<file path="src/hdl/assert_macros.svh">
// ----------------------------------------------------------------------------
// assert_macros
// clocked assertion helpers used by the allocator unit
// ----------------------------------------------------------------------------
`ifndef ASSERT_MACROS_SVH
`define ASSERT_MACROS_SVH

// property holds at every rising clock edge outside reset
`define ASSERT_CLK(label, clk, rst, prop, msg) \
   label: assert property (@(posedge clk) disable iff (rst) (prop)) else $error(msg);

// consequent holds in the cycle after the antecedent
`define ASSERT_NEXT(label, clk, rst, ante, cons, msg) \
   label: assert property (@(posedge clk) disable iff (rst) (ante) |=> (cons)) else $error(msg);

`endif

</file>
<file path="src/hdl/mfva_pkg.sv">
// ----------------------------------------------------------------------------
// mfva_pkg
// types, codes and free list helpers of the four voice midi allocator
// ----------------------------------------------------------------------------
`default_nettype none

package mfva_pkg;

   localparam int VOICES  = 4;
   localparam int VOICE_W = $clog2(VOICES);
   localparam int COUNT_W = $clog2(VOICES + 1);

   // midi message types (high nibble of the status byte)
   localparam logic [3:0] MSG_NOTE_OFF      = 4'h8;
   localparam logic [3:0] MSG_NOTE_ON       = 4'h9;
   localparam logic [3:0] MSG_POLY_PRESSURE = 4'ha;
   localparam logic [3:0] MSG_CONTROL       = 4'hb;

   localparam logic [6:0] CC_SUSTAIN  = 7'h40;
   localparam logic [6:0] PEDAL_LEVEL = 7'd64;
   localparam logic [6:0] PITCH_RESET = 7'd60;

   // voice modes, every other code rotates
   localparam logic [1:0] MODE_RESET    = 2'd1;
   localparam logic [1:0] MODE_REASSIGN = 2'd2;

   // csr register indexes
   localparam logic CSR_CHANNEL_FILTER = 1'b0;
   localparam logic CSR_VOICE_MODE     = 1'b1;

   typedef logic [VOICE_W-1:0] voice_id_type;
   typedef logic [COUNT_W-1:0] count_type;

   typedef struct packed {
      voice_id_type [VOICES-1:0] order;
      count_type                 count;
   } free_list_type;

   function automatic free_list_type list_init(free_list_type fl);
      free_list_type res;
      res = fl;
      for (int i = 0; i < VOICES; i++) begin
         res.order[i] = VOICE_W'(i);
      end
      res.count = COUNT_W'(VOICES);
      return res;
   endfunction

   function automatic free_list_type list_remove(free_list_type fl, voice_id_type v);
      free_list_type res;
      count_type     w;
      res = fl;
      w   = '0;
      for (int r = 0; r < VOICES; r++) begin
         if (COUNT_W'(r) < fl.count && fl.order[r] != v) begin
            res.order[w[VOICE_W-1:0]] = fl.order[r];
            w = w + 1'b1;
         end
      end
      res.count = w;
      return res;
   endfunction

   function automatic free_list_type list_push_front(free_list_type fl, voice_id_type v);
      free_list_type tmp;
      free_list_type res;
      tmp = list_remove(fl, v);
      if (tmp.count >= COUNT_W'(VOICES)) begin
         tmp.count = COUNT_W'(VOICES - 1);
      end
      res = tmp;
      for (int k = 1; k < VOICES; k++) begin
         if (COUNT_W'(k) <= tmp.count) begin
            res.order[k] = tmp.order[k-1];
         end
      end
      res.order[0] = v;
      res.count    = tmp.count + 1'b1;
      return res;
   endfunction

   // entries are distinct voice ids, so sorting is a compaction of the member set
   function automatic free_list_type list_sort(free_list_type fl);
      free_list_type       res;
      logic [VOICES-1:0]   member;
      count_type           w;
      res    = fl;
      member = '0;
      w      = '0;
      for (int r = 0; r < VOICES; r++) begin
         if (COUNT_W'(r) < fl.count) begin
            member[fl.order[r]] = 1'b1;
         end
      end
      for (int v = 0; v < VOICES; v++) begin
         if (member[v]) begin
            res.order[w[VOICE_W-1:0]] = VOICE_W'(v);
            w = w + 1'b1;
         end
      end
      return res;
   endfunction

endpackage

`default_nettype wire

</file>
<file path="src/hdl/midi_four_voice_allocator_unit.sv">
// ----------------------------------------------------------------------------
// midi_four_voice_allocator_unit
// polyphonic midi voice allocator: channel filter, note on/off, key pressure,
// sustain pedal, free voice list; four voice records per message
// ----------------------------------------------------------------------------
//
// channel | direction | payload
// --------+-----------+--------------------------------------------------------
// req_    | in        | tuser action, tdata status/data_first/data_second
// rsp_    | out       | tuser voice_index, tdata voice record, tlast last voice
// csr_    | in        | index 0 channel_filter, 1 voice_mode
//
// a message transfer lands in the input register; when the prior record run is
// done or ends, the whole state update runs in one pass and loads the voice state
// registers; four records follow, one per cycle while rsp_tready is high, read
// straight from the voice registers; the output sequencer holds each update until
// the last record goes out; the input register takes the next message as records go out
// synchronous active high reset restores the voice state and the csr defaults
// a stalled rsp_ side holds the record and the voice state unchanged
//
`default_nettype none

`include "assert_macros.svh"

module midi_four_voice_allocator_unit
   import mfva_pkg::*;
(
   input  wire logic        clock,
   input  wire logic        reset,

   input  wire logic        req_tvalid,
   output logic             req_tready,
   input  wire logic [23:0] req_tdata,   // status_byte[7:0], data_first[14:8], data_second[21:15]
   input  wire logic        req_tuser,   // action

   output logic             rsp_tvalid,
   input  wire logic        rsp_tready,
   output logic [23:0]      rsp_tdata,   // note_pitch[6:0], gate_on[7], note_velocity[14:8],
                                         // key_pressure[21:15]
   output logic [1:0]       rsp_tuser,   // voice_index
   output logic             rsp_tlast,   // last_voice

   input  wire logic        csr_valid,
   output logic             csr_ready,
   input  wire logic        csr_index,
   input  wire logic [4:0]  csr_data
);

   // configuration
   logic [4:0] channel_filter_ff;
   logic [1:0] voice_mode_ff;

   // input register
   logic       in_valid_ff;
   logic       in_action_ff;
   logic [7:0] in_status_ff;
   logic [6:0] in_d1_ff;
   logic [6:0] in_d2_ff;

   // voice state
   logic [VOICES-1:0][6:0]    voice_pitch_ff,    voice_pitch_in;
   logic [VOICES-1:0]         voice_gate_ff,     voice_gate_in;
   logic [VOICES-1:0][6:0]    voice_velocity_ff, voice_velocity_in;
   logic [VOICES-1:0][6:0]    voice_pressure_ff, voice_pressure_in;
   logic [VOICES-1:0]         pending_ff,        pending_in;
   logic                      sustain_ff,        sustain_in;
   voice_id_type [VOICES-1:0] free_order_ff,     free_order_in;
   count_type                 free_count_ff,     free_count_in;

   // output sequencer
   logic         out_busy_ff;
   voice_id_type out_idx_ff;

   logic          proc_fire;
   logic          last_xfer;
   logic          chan_ok;
   logic          do_off;
   logic          do_on;
   logic          do_press;
   logic          do_pedal;
   free_list_type fl_work;
   free_list_type fl_shift;
   voice_id_type  next_v;

   // ---------------------------------------------------------------------------
   // handshakes
   // ---------------------------------------------------------------------------
   assign csr_ready  = 1'b1;
   assign last_xfer  = out_busy_ff && rsp_tready && (out_idx_ff == VOICE_W'(VOICES - 1));
   // process when the record run is done or ends this cycle
   assign proc_fire  = in_valid_ff && (!out_busy_ff || last_xfer);
   assign req_tready = !in_valid_ff || proc_fire;

   always_ff @(posedge clock) begin
      if (reset) begin
         channel_filter_ff <= 5'h1f;        // accept every channel
         voice_mode_ff     <= MODE_REASSIGN;
      end else if (csr_valid && csr_ready) begin
         case (csr_index)
            CSR_CHANNEL_FILTER: channel_filter_ff <= csr_data;
            CSR_VOICE_MODE:     voice_mode_ff     <= csr_data[1:0];
            default: ;
         endcase
      end
   end

   always_ff @(posedge clock) begin
      if (reset) begin
         in_valid_ff <= 1'b0;
      end else if (req_tvalid && req_tready) begin
         in_valid_ff <= 1'b1;
      end else if (proc_fire) begin
         in_valid_ff <= 1'b0;
      end
   end

   always_ff @(posedge clock) begin
      if (req_tvalid && req_tready) begin
         in_action_ff <= req_tuser;
         in_status_ff <= req_tdata[7:0];
         in_d1_ff     <= req_tdata[14:8];
         in_d2_ff     <= req_tdata[21:15];
      end
   end

   // ---------------------------------------------------------------------------
   // message decode
   // ---------------------------------------------------------------------------
   // negative filter (sign bit set) takes every channel
   assign chan_ok  = channel_filter_ff[4] || (channel_filter_ff[3:0] == in_status_ff[3:0]);
   // note on with velocity zero counts as note off
   assign do_off   = !in_action_ff && chan_ok &&
                     ((in_status_ff[7:4] == MSG_NOTE_OFF) ||
                      ((in_status_ff[7:4] == MSG_NOTE_ON) && (in_d2_ff == 7'd0)));
   assign do_on    = !in_action_ff && chan_ok &&
                     (in_status_ff[7:4] == MSG_NOTE_ON) && (in_d2_ff != 7'd0);
   assign do_press = !in_action_ff && chan_ok && (in_status_ff[7:4] == MSG_POLY_PRESSURE);
   assign do_pedal = !in_action_ff && chan_ok &&
                     (in_status_ff[7:4] == MSG_CONTROL) && (in_d1_ff == CC_SUSTAIN);

   // ---------------------------------------------------------------------------
   // single pass state update
   // ---------------------------------------------------------------------------
   always_comb begin
      voice_pitch_in    = voice_pitch_ff;
      voice_gate_in     = voice_gate_ff;
      voice_velocity_in = voice_velocity_ff;
      voice_pressure_in = voice_pressure_ff;
      pending_in        = pending_ff;
      sustain_in        = sustain_ff;
      fl_work.order     = free_order_ff;
      fl_work.count     = free_count_ff;
      fl_shift          = fl_work;
      next_v            = '0;

      if (in_action_ff) begin
         // clear keeps pitches and pending marks
         voice_gate_in     = '0;
         voice_velocity_in = '0;
         voice_pressure_in = '0;
         sustain_in        = 1'b0;
         fl_work.count     = '0;
      end else if (do_press) begin
         for (int i = 0; i < VOICES; i++) begin
            if (voice_pitch_ff[i] == in_d1_ff) begin
               voice_pressure_in[i] = in_d2_ff;
            end
         end
      end else if (do_pedal) begin
         sustain_in = (in_d2_ff >= PEDAL_LEVEL);
         if (!sustain_in) begin
            // pedal up: release every pending voice, even with the pedal already up
            for (int i = 0; i < VOICES; i++) begin
               if (pending_ff[i]) begin
                  pending_in[i]    = 1'b0;
                  voice_gate_in[i] = 1'b0;
                  fl_work          = list_push_front(fl_work, VOICE_W'(i));
               end
            end
         end
      end else if (do_off) begin
         for (int i = 0; i < VOICES; i++) begin
            if (voice_pitch_ff[i] == in_d1_ff && voice_gate_ff[i]) begin
               if (sustain_ff) begin
                  pending_in[i] = 1'b1;
               end else begin
                  voice_velocity_in[i] = in_d2_ff;
                  voice_gate_in[i]     = 1'b0;
                  fl_work              = list_push_front(fl_work, VOICE_W'(i));
               end
            end
         end
      end else if (do_on) begin
         if (fl_work.count == '0) begin
            fl_work = list_init(fl_work);
         end
         if (!(|voice_gate_ff)) begin
            fl_work = list_sort(fl_work);
         end
         if (voice_mode_ff == MODE_RESET && fl_work.count >= COUNT_W'(VOICES)) begin
            fl_work       = list_init(fl_work);
            voice_gate_in = '0;
         end

         // take the head of the list
         next_v   = fl_work.order[0];
         fl_shift = fl_work;
         for (int k = 1; k < VOICES; k++) begin
            if (COUNT_W'(k) < fl_work.count) begin
               fl_shift.order[k-1] = fl_work.order[k];
            end
         end
         if (voice_mode_ff == MODE_REASSIGN) begin
            // head goes to the tail, list length unchanged
            fl_shift.order[VOICE_W'(fl_work.count - 1'b1)] = next_v;
         end else begin
            fl_shift.count = fl_work.count - 1'b1;
         end
         fl_work = fl_shift;

         // retrigger: a voice already sounding this pitch is freed first
         for (int i = 0; i < VOICES; i++) begin
            if (voice_pitch_ff[i] == in_d1_ff && voice_gate_in[i]) begin
               voice_velocity_in[i] = in_d2_ff;
               fl_work              = list_push_front(fl_work, VOICE_W'(i));
               voice_gate_in[i]     = 1'b0;
               pending_in[i]        = 1'b0;
            end
         end

         voice_gate_in[next_v]     = 1'b1;
         pending_in[next_v]        = 1'b0;
         voice_pitch_in[next_v]    = in_d1_ff;
         voice_velocity_in[next_v] = in_d2_ff;
      end

      free_order_in = fl_work.order;
      free_count_in = fl_work.count;
   end

   always_ff @(posedge clock) begin
      if (reset) begin
         voice_pitch_ff    <= {VOICES{PITCH_RESET}};
         voice_gate_ff     <= '0;
         voice_velocity_ff <= '0;
         voice_pressure_ff <= '0;
         pending_ff        <= '0;
         sustain_ff        <= 1'b0;
         free_count_ff     <= '0;
      end else if (proc_fire) begin
         voice_pitch_ff    <= voice_pitch_in;
         voice_gate_ff     <= voice_gate_in;
         voice_velocity_ff <= voice_velocity_in;
         voice_pressure_ff <= voice_pressure_in;
         pending_ff        <= pending_in;
         sustain_ff        <= sustain_in;
         free_count_ff     <= free_count_in;
      end
   end

   // list entries past the count are never read, so no reset here
   always_ff @(posedge clock) begin
      if (proc_fire) begin
         free_order_ff <= free_order_in;
      end
   end

   // ---------------------------------------------------------------------------
   // record sequencer
   // ---------------------------------------------------------------------------
   always_ff @(posedge clock) begin
      if (reset) begin
         out_busy_ff <= 1'b0;
         out_idx_ff  <= '0;
      end else if (proc_fire) begin
         out_busy_ff <= 1'b1;
         out_idx_ff  <= '0;
      end else if (out_busy_ff && rsp_tready) begin
         if (out_idx_ff == VOICE_W'(VOICES - 1)) begin
            out_busy_ff <= 1'b0;
         end else begin
            out_idx_ff <= out_idx_ff + 1'b1;
         end
      end
   end

   assign rsp_tvalid = out_busy_ff;
   assign rsp_tuser  = out_idx_ff;
   assign rsp_tlast  = (out_idx_ff == VOICE_W'(VOICES - 1));
   assign rsp_tdata  = {2'b00,
                        voice_pressure_ff[out_idx_ff],
                        voice_velocity_ff[out_idx_ff],
                        voice_gate_ff[out_idx_ff],
                        voice_pitch_ff[out_idx_ff]};

   // ---------------------------------------------------------------------------
   // assertions
   // ---------------------------------------------------------------------------
   `ASSERT_CLK(a_count_range, clock, reset, free_count_ff <= COUNT_W'(VOICES), "free count overflow")
   `ASSERT_CLK(a_no_overrun, clock, reset, proc_fire |-> (!out_busy_ff || last_xfer), "state update during record run")
   `ASSERT_NEXT(a_run_start, clock, reset, proc_fire, rsp_tvalid && out_idx_ff == '0, "record run did not start at voice zero")
   `ASSERT_NEXT(a_idx_hold, clock, reset, rsp_tvalid && !rsp_tready, rsp_tvalid && $stable(out_idx_ff), "record index moved while stalled")

endmodule

`default_nettype wire

</file>
<file path="config.mk">
export PLATFORM = sky130hd
export DESIGN_NAME = midi_four_voice_allocator_unit
export DESIGN_NICKNAME = d
export VERILOG_FILES = /design/src/hdl/mfva_pkg.sv /design/src/hdl/midi_four_voice_allocator_unit.sv
export VERILOG_INCLUDE_DIRS = /design/src /design/src/hdl
export SDC_FILE = /design/constraint.sdc
export NUM_CORES = 1
export LEC_CHECK = 0
export BUFFER_PORTS_ARGS = -buffer_cell sky130_fd_sc_hd__buf_2
export CORE_UTILIZATION = 35
export CTS_CLUSTER_SIZE = 12
export DETAILED_ROUTE_END_ITERATION = 8
export GPL_TIMING_DRIVEN = 0
export PLACE_DENSITY_LB_ADDON = 0.08
export SETUP_SLACK_MARGIN = 0.3
export SYNTH_ARGS = -nofsm -noshare
export SYNTH_HDL_FRONTEND = slang
export SYNTH_SLANG_ARGS = --single-unit
</file>
<file path="constraint.sdc">
create_clock -name clock -period 27.5 [get_ports clock]
set_clock_uncertainty 0.05 [all_clocks]
set_input_delay 2.75 -clock clock [delete_from_list [all_inputs] [get_ports clock]]
set_output_delay 2.75 -clock clock [all_outputs]
set_load 0.05 [all_outputs]
</file>
## Word-level counts from Yosys, hierarchy flattened

Cells that the tools add are included.

- Latch bits: 0
- Memories: 0
- Output and inout bits: 30
- Bits in writable memories: 0
- Word-level logic and storage cells: 1656
- Bits in read-only memories: 0
- Bits of input ports: 36
- Register bits: 138

- Multipliers: 0
- Equal/unequal tests: 72
- Muxes and demuxes: 1120
- Shift-type cells: 0
- Reductions and logical operators: 166
- Div/mod/pow operators: 0
- $lt $le $gt $ge: 192
- Bitwise logic cells: 19
- $add $sub $neg: 52

Operators with widths:

| operator | number |
|---|---|
| 8-bit 2-to-1 mux | 193 |
| 3-bit 2-to-1 mux | 396 |
| 11-bit 2-to-1 mux | 77 |
| 2-bit 2-to-1 mux | 189 |
| 8-bit bitwise mux | 37 |
| 7-bit 2-to-1 mux | 37 |
| 28-bit 2-to-1 mux | 7 |
| 4-bit 2-to-1 mux | 44 |
| 2-bit demux with 2-bit select | 40 |
| 3-bit by 1-bit adder with 3-bit output, second input constant | 48 |
| 2-bit by 3-bit less-than comparator with 1-bit output, second input constant | 46 |
| 1-bit logical AND | 110 |
| 2-bit by 1-bit greater-or-equal comparator with 1-bit output, second input constant | 45 |
| 1-bit 2-to-1 mux | 88 |
| 2-bit by 3-bit less-than comparator with 1-bit output, first input constant | 26 |
| 1-bit by 3-bit less-than comparator with 1-bit output, first input constant | 25 |
| 2-bit by 3-bit less-or-equal comparator with 1-bit output, first input constant | 24 |
| 28-bit bitwise mux | 2 |
| 7-bit AND reduction | 8 |
| 2-bit inequality test, second input constant | 27 |
| 7-bit binary-select mux with 2-bit select | 3 |
| 3-bit greater-or-equal comparator, second input constant | 13 |
| 1-bit by 3-bit less-or-equal comparator with 1-bit output, first input constant | 12 |
| 2-bit nonzero test | 17 |
| 37 further kinds | 107 |

## Logic depth before layout (Yosys ltp)

- Depth after elaboration: 299
- Gate-level depth with buffers: 82
- Gate-level depth less buffers: 77

## Least setup slack after synthesis

Ideal clock, no wire load.

- Path kind: register to register
- From: reg free_count_ff[2]
- To: reg free_count_ff[1]
- Arrival time: 14.227 ns
- Library setup time: 0.128 ns
- Stages on the path, launching flop included: 76
- Data required time: 27.322 ns
- Buffers on the path: 5
- Period minus slack after synthesis: 14.405 ns
- Path slack: 13.095 ns
- Path through: dfxtp_1 > buf_2 > a21o_1 > buf_2 > a22oi_1 > nor2b_1 > ha_1 > buf_1 > nor2_1 > nand4_1 > a21oi_2 > nor2_1 > a221oi_2 > o21ai_0 > inv_1 > ha_1 > clkbuf_1 > xnor2_1 > [40 not listed] > inv_1 > ha_1 > mux2i_1 > and2_1 > o21bai_1 > a31oi_1 > o21ai_1 > a21oi_1 > inv_1 > ha_1 > or4_1 > o311a_1 > or2_2 > ha_1 > o211ai_1 > o211ai_1 > a32oi_1 > nor2_1

- Longest elaborated chain between the ends: 289
- Elaborated cells between the ends (all ways): 1198
- Classes of those cells: add/sub: 51; order compare: 161; eq/ne: 30; mux: 857; bitwise: 10; reduce/logical: 89

Ends and longest elaborated chain:

| what | RTL line | text |
|---|---|---|
| start: declaration | midi_four_voice_allocator_unit.sv:68 | `count_type free_count_ff, free_count_in;` |
| start signal: assignment | midi_four_voice_allocator_unit.sv:257 | `free_count_ff <= free_count_in;` |
| parallel branches: the longest is 286 deep, another holds 2-bit by 3-bit less-than comparator with 1-bit output | - |  |
| 11-bit 2-to-1 mux * | midi_four_voice_allocator_unit.sv:169 | `end else if (do_pedal) begin` |
| 3-bit 2-to-1 mux * | midi_four_voice_allocator_unit.sv:163 | `end else if (do_press) begin` |
| 3-bit 2-to-1 mux * | midi_four_voice_allocator_unit.sv:156 | `if (in_action_ff) begin` |

Every way passes the cells marked *. The select of a mux whose other input is x is not followed.
A chain may end at the register's enable or synchronous reset.

## Worst setup path in the final report

- From: reg free_order_ff[3] (netlist bit)
- To: reg free_count_ff[1]

- Longest elaborated chain between the ends: 281
- Elaborated cells between the ends (all ways): 1110
- Classes of those cells: add/sub: 48; order compare: 133; eq/ne: 30; mux: 814; bitwise: 10; reduce/logical: 75

Ends and longest elaborated chain:

| what | RTL line | text |
|---|---|---|
| start: declaration | midi_four_voice_allocator_unit.sv:67 | `voice_id_type [VOICES-1:0] free_order_ff, free_order_in;` |
| start signal: assignment | midi_four_voice_allocator_unit.sv:264 | `free_order_ff <= free_order_in;` |
| parallel branches: the longest is 278 deep, another holds 2-bit by 3-bit less-than comparator with 1-bit output | - |  |
| 11-bit 2-to-1 mux * | midi_four_voice_allocator_unit.sv:169 |  |
| 3-bit 2-to-1 mux * | midi_four_voice_allocator_unit.sv:163 |  |
| 3-bit 2-to-1 mux * | midi_four_voice_allocator_unit.sv:156 |  |

Marks and branches as above.

==> implementation parameters <==
Parameter                              Value

Cells and area
  Area Growth Syn to Fin ... 10.4%
  Share of post-route cells with drive strength above 1 ... 0.105
  Finished Layout Cells ... 2,780
  Final cell area excluding filler cells ... 0.0175 mm^2
  Final-layout fill cell count ... 4,677
  Net total in the final layout ... 2,309
  Number of antenna repair diodes ... 0

Synth
  Area fraction in compound gates after synthesis ... 0.283
  Adder-Cell Fraction of Synth Area ... 0.0774
  Mean instance size in the synthesized netlist ... around 7.6 um^2
  Sequential area share after synthesis ... 0.194
  Synth cell types ... between 100 and 150
  Post-Synth XOR/XNOR Area ... 0.0288
  Largest family of logic cells by synthesized area ... compound AO/OA/AOI/OAI gates
  Synthesized instance count ... ~2,100
  Multiplexer share of the synthesized area ... 0.119
  Number of synthesized register bits ... 138
  Post-Synth Simple-Gate Area ... 0.238
  Leading register cell type out of synthesis ... sky130_fd_sc_hd__dfxtp_1
  Number of enable flip-flop cells after synthesis ... 31
  Ys async rst share ... 0
  Yosys warnings ... 0
  Area of the mapped netlist ... between 0.015 and 0.02 mm^2

Drt
  Number of iterations in the first detailed-routing pass ... 6
  Total detailed-routing wirelength ... 55.4 mm
  DRT iter0 DRCs ... ~1,300
  Avg Vias per Cell ... 5.83
  Remaining routing DRC violations ... 0
  Number of vias after detailed routing ... 16,200
  Antenna Violating Nets Remaining ... 0
  Average wire per cell in the routed design ... 19.9 um

Clock tree
  Number of levels the H-tree was split into ... 4
  Clock root buffer ... sky130_fd_sc_hd__clkbuf_16
  Clock-pin slew of the registers on the worst-case setup and hold paths ... 0.06 ns
  Post-cts sizing count ... 0
  Clock sinks ... 138
  Cts bufs inserted ... 17
  CTS Hold Buffers Added ... 0
  TritonCTS clock tree ... yes
  Bufs on Longest Clock Path ... 2
  Post-CTS Setup Bufs ... 0
  Worst skew pair latency ... 0.44 ns

Timing
  Final hold slack ... roughly 0.42 ns
  Total Neg Setup Slack ... 0 ns
  Relative slew slack ... 0.0508
  Final Slew Violations ... 0
  Worst-margin pin slew ... 1.42 ns
  Final hold violation count ... 0
  Setup-violating endpoint count in the final report ... 0
  Final critical path time including I/O delays and setup ... 18.50 ns
  Share of the cycle needed by the critical path after routing ... 0.673
  Max Clk Rate ... 54.1 MHz
  Unrepaired setup endpoints after global routing ... no

Die
  Area of the placeable core ... 0.0444 mm^2
  Number of core rows ... 77
  Initial core utilization ... 0.357
  Die Wd ... between 200 and 250 um
  Number of placed I/O pins ... 66
  DIE HEIGHT ... 215 um
  Die Outline Area ... roughly 0.046 mm^2

Setup path
  Number of cells on the worst reg-to-reg path ... 77
  Worst flop-to-flop path startpoint ... free_order_ff[3]$_DFFE_PP_
  Register-to-register setup slack ... 9.00 ns
  Kind of capture point of the worst setup path ... register
  Required time of the critical path ... 27.74 ns
  Reg2reg end ... free_count_ff[1]$_SDFFE_PP0P_
  Crit path max-delay cell type ... sky130_fd_sc_hd__nor2_1
  Largest driver fanout on the critical path ... 10
  Data arrival at the endpoint of the critical path ... 18.74 ns
  Category of the worst setup path launch point ... register
  Critical path start-end classification ... reg -> reg
  Delay contributed by the slowest stage of the critical path ... 0.73 ns
  Most Frequent Cell on Critical Path ... sky130_fd_sc_hd__ha_1

Global routing
  Number of global-route vias before repair ... 15,700
  GRT overflow ... 0
  First-pass GRT wire length ... 87.9 mm
  Antenna violations before repair ... 0
  Maximum number of pins on one net before global-route repair ... 24
  Aggregate global-route resource usage ... 0.236

Worst hold path
  Startpoint of the lowest-slack hold path ... voice_velocity_ff[20]$_SDFFE_PP0P_
  Worst min path class ... reg -> reg
  End point of the worst hold path ... voice_velocity_ff[20]$_SDFFE_PP0P_
  Worst hold path depth ... 2

Place
  Post-DP HPWL ... between 40 and 50 mm
  Placed instance area ... around 0.017 mm^2
  Weighted congestion at the end of routability-driven global placement ... 0.898
  Placed cell count ... 2,748
  Buffers on Ports ... 60

Power
  Leakage power figure ... 6.78 nW
  Pwr per Cell Area ... 35.4 mW/mm^2
  Largest vdd supply drop ... between 0.00006 and 0.00007 V

Flow run
  Maxcap violations ... 0

Status
  Status ... finished, final reports clean
per-stage QoR:
step                      utilization  total power [mW]  setup WS [ns]
final                           0.394             0.619           9.00
after detailed placement        0.381             0.400           9.39
after floorplan                     -             0.353          13.10
after global routing            0.394             0.651           7.26
after global placement          0.381             0.398           9.55
after CTS                       0.393             0.621           9.29
registers in the layout, summed over array words and instances (netlist names):
name               cells
in_valid_ff            1
voice_pressure_ff     28
in_d1_ff               7
voice_mode_ff          2
voice_pitch_ff        28
in_action_ff           1
sustain_ff             1
voice_gate_ff          4
pending_ff             4
in_d2_ff               7
free_count_ff          3
channel_filter_ff      5
in_status_ff           8
voice_velocity_ff     28
rsp_tuser              2
free_order_ff          8
rsp_tvalid             1
worst max-delay path: cells and delay by family (launching register included):
kind,cells,cell delay [ns]
xor gates and xnor gates,1,0.17
AOI/OAI and AO/OA,25,6.47
buffers and inverters,16,2.69
muxes,3,0.91
DFF,1,0.35
and+or+nand+nor,18,3.96
adders and majority gates,14,3.69
cells by family (layout without fill, tap and decap cells):
family                   count (synthesis)  in the layout
other                                    2             10
multiplexers                           158            158
AND/OR/NAND/NOR                        763            763
XOR/XNOR                                52             52
flip-flops                             138            138
buffers and inverters                  238            330
adder cells (fa/ha/maj)                 98             98
AO/OA/AOI/OAI                          639            639
routing by layer:
layer	track usage	vias to the layer above	share of wire
met1	0.323	7753	0.47
li1	-	7910	-
met3	0.0226	63	0.045
met4	0.0655	0	0.019
met5	0	-	0
met2	0.391	488	0.47
Yosys cell counts (all sizes together) (18+ instances only):
| cell type | n | area, um^2 |
|---|---|---|
| nor2 | 203 | 762 |
| nand3 | 82 | 410 |
| nor3 | 55 | 295 |
| a21oi | 148 | 763 |
| o211ai | 30 | 225 |
| nand2 | 188 | 706 |
| inv | 118 | 443 |
| nor2b | 26 | 163 |
| buf | 26 | 141 |
| o21ai | 131 | 682 |
| a211oi | 25 | 208 |
| o31ai | 21 | 163 |
| ha | 98 | 1230 |
| or2 | 18 | 113 |
| nand2b | 37 | 231 |
| mux4 | 22 | 495 |
| xnor2 | 39 | 342 |
| dfxtp | 107 | 2140 |
| mux2i | 119 | 1200 |
| a31oi | 40 | 256 |
| a21o | 27 | 203 |
| and2 | 41 | 262 |
| o21a | 27 | 218 |
| edfxtp | 31 | 931 |
| o22ai | 18 | 119 |
| clkbuf | 92 | 345 |
final cells by class:
class,instances,area [um^2],share of cell area
Clock buffer,20,479,0.0274
Clock inverter,12,81.3,0.00465
Inverter,120,450,0.0258
Timing Repair Buffer,60,300,0.0172
Buffer,118,487,0.0278
Sequential cell,138,3070,0.176
Tap cell,592,741,0.0424
Multi-Input combinational cell,1720,11900,0.679
power by group:
part	total [mW]	switching [mW]	internal (mW)
combinational	0.184	0.120	0.0640
sequential	0.214	0.00248	0.212
clock	0.220	0.0941	0.126
total	0.619	0.217	0.402
layout by cell type (no fill, tap or decap), types with 37 or more instances in the layout:
cell type | synthesis | routed
sky130_fd_sc_hd__a31oi_1 | 39 | 39
sky130_fd_sc_hd__nand2_1 | 188 | 188
sky130_fd_sc_hd__clkbuf_1 | 92 | 93
sky130_fd_sc_hd__nor2_1 | 203 | 203
sky130_fd_sc_hd__dfxtp_1 | 107 | 107
sky130_fd_sc_hd__and2_1 | 38 | 38
sky130_fd_sc_hd__mux2i_1 | 118 | 118
sky130_fd_sc_hd__buf_2 | 14 | 74
sky130_fd_sc_hd__nor3_1 | 51 | 50
sky130_fd_sc_hd__inv_1 | 117 | 117
sky130_fd_sc_hd__nand2b_1 | 37 | 37
sky130_fd_sc_hd__nand3_1 | 82 | 82
sky130_fd_sc_hd__o21ai_0 | 107 | 107
sky130_fd_sc_hd__a21oi_1 | 142 | 142
sky130_fd_sc_hd__ha_1 | 98 | 98
sky130_fd_sc_hd__xnor2_1 | 39 | 39
worst max path at each step:
stage	start	endpoint
after detailed placement	free_order_ff[3]$_DFFE_PP_	free_count_ff[1]$_SDFFE_PP0P_
after global routing	free_order_ff[3]$_DFFE_PP_	free_count_ff[1]$_SDFFE_PP0P_
final	free_order_ff[3]$_DFFE_PP_	free_count_ff[1]$_SDFFE_PP0P_
after CTS	free_order_ff[3]$_DFFE_PP_	free_count_ff[1]$_SDFFE_PP0P_
after global placement	free_order_ff[3]$_DFFE_PP_	free_count_ff[1]$_SDFFE_PP0P_
after floorplan	free_count_ff[2]$_SDFFE_PP0P_	free_count_ff[1]$_SDFFE_PP0P_
Note: power is estimated with default switching activity, not from simulation.
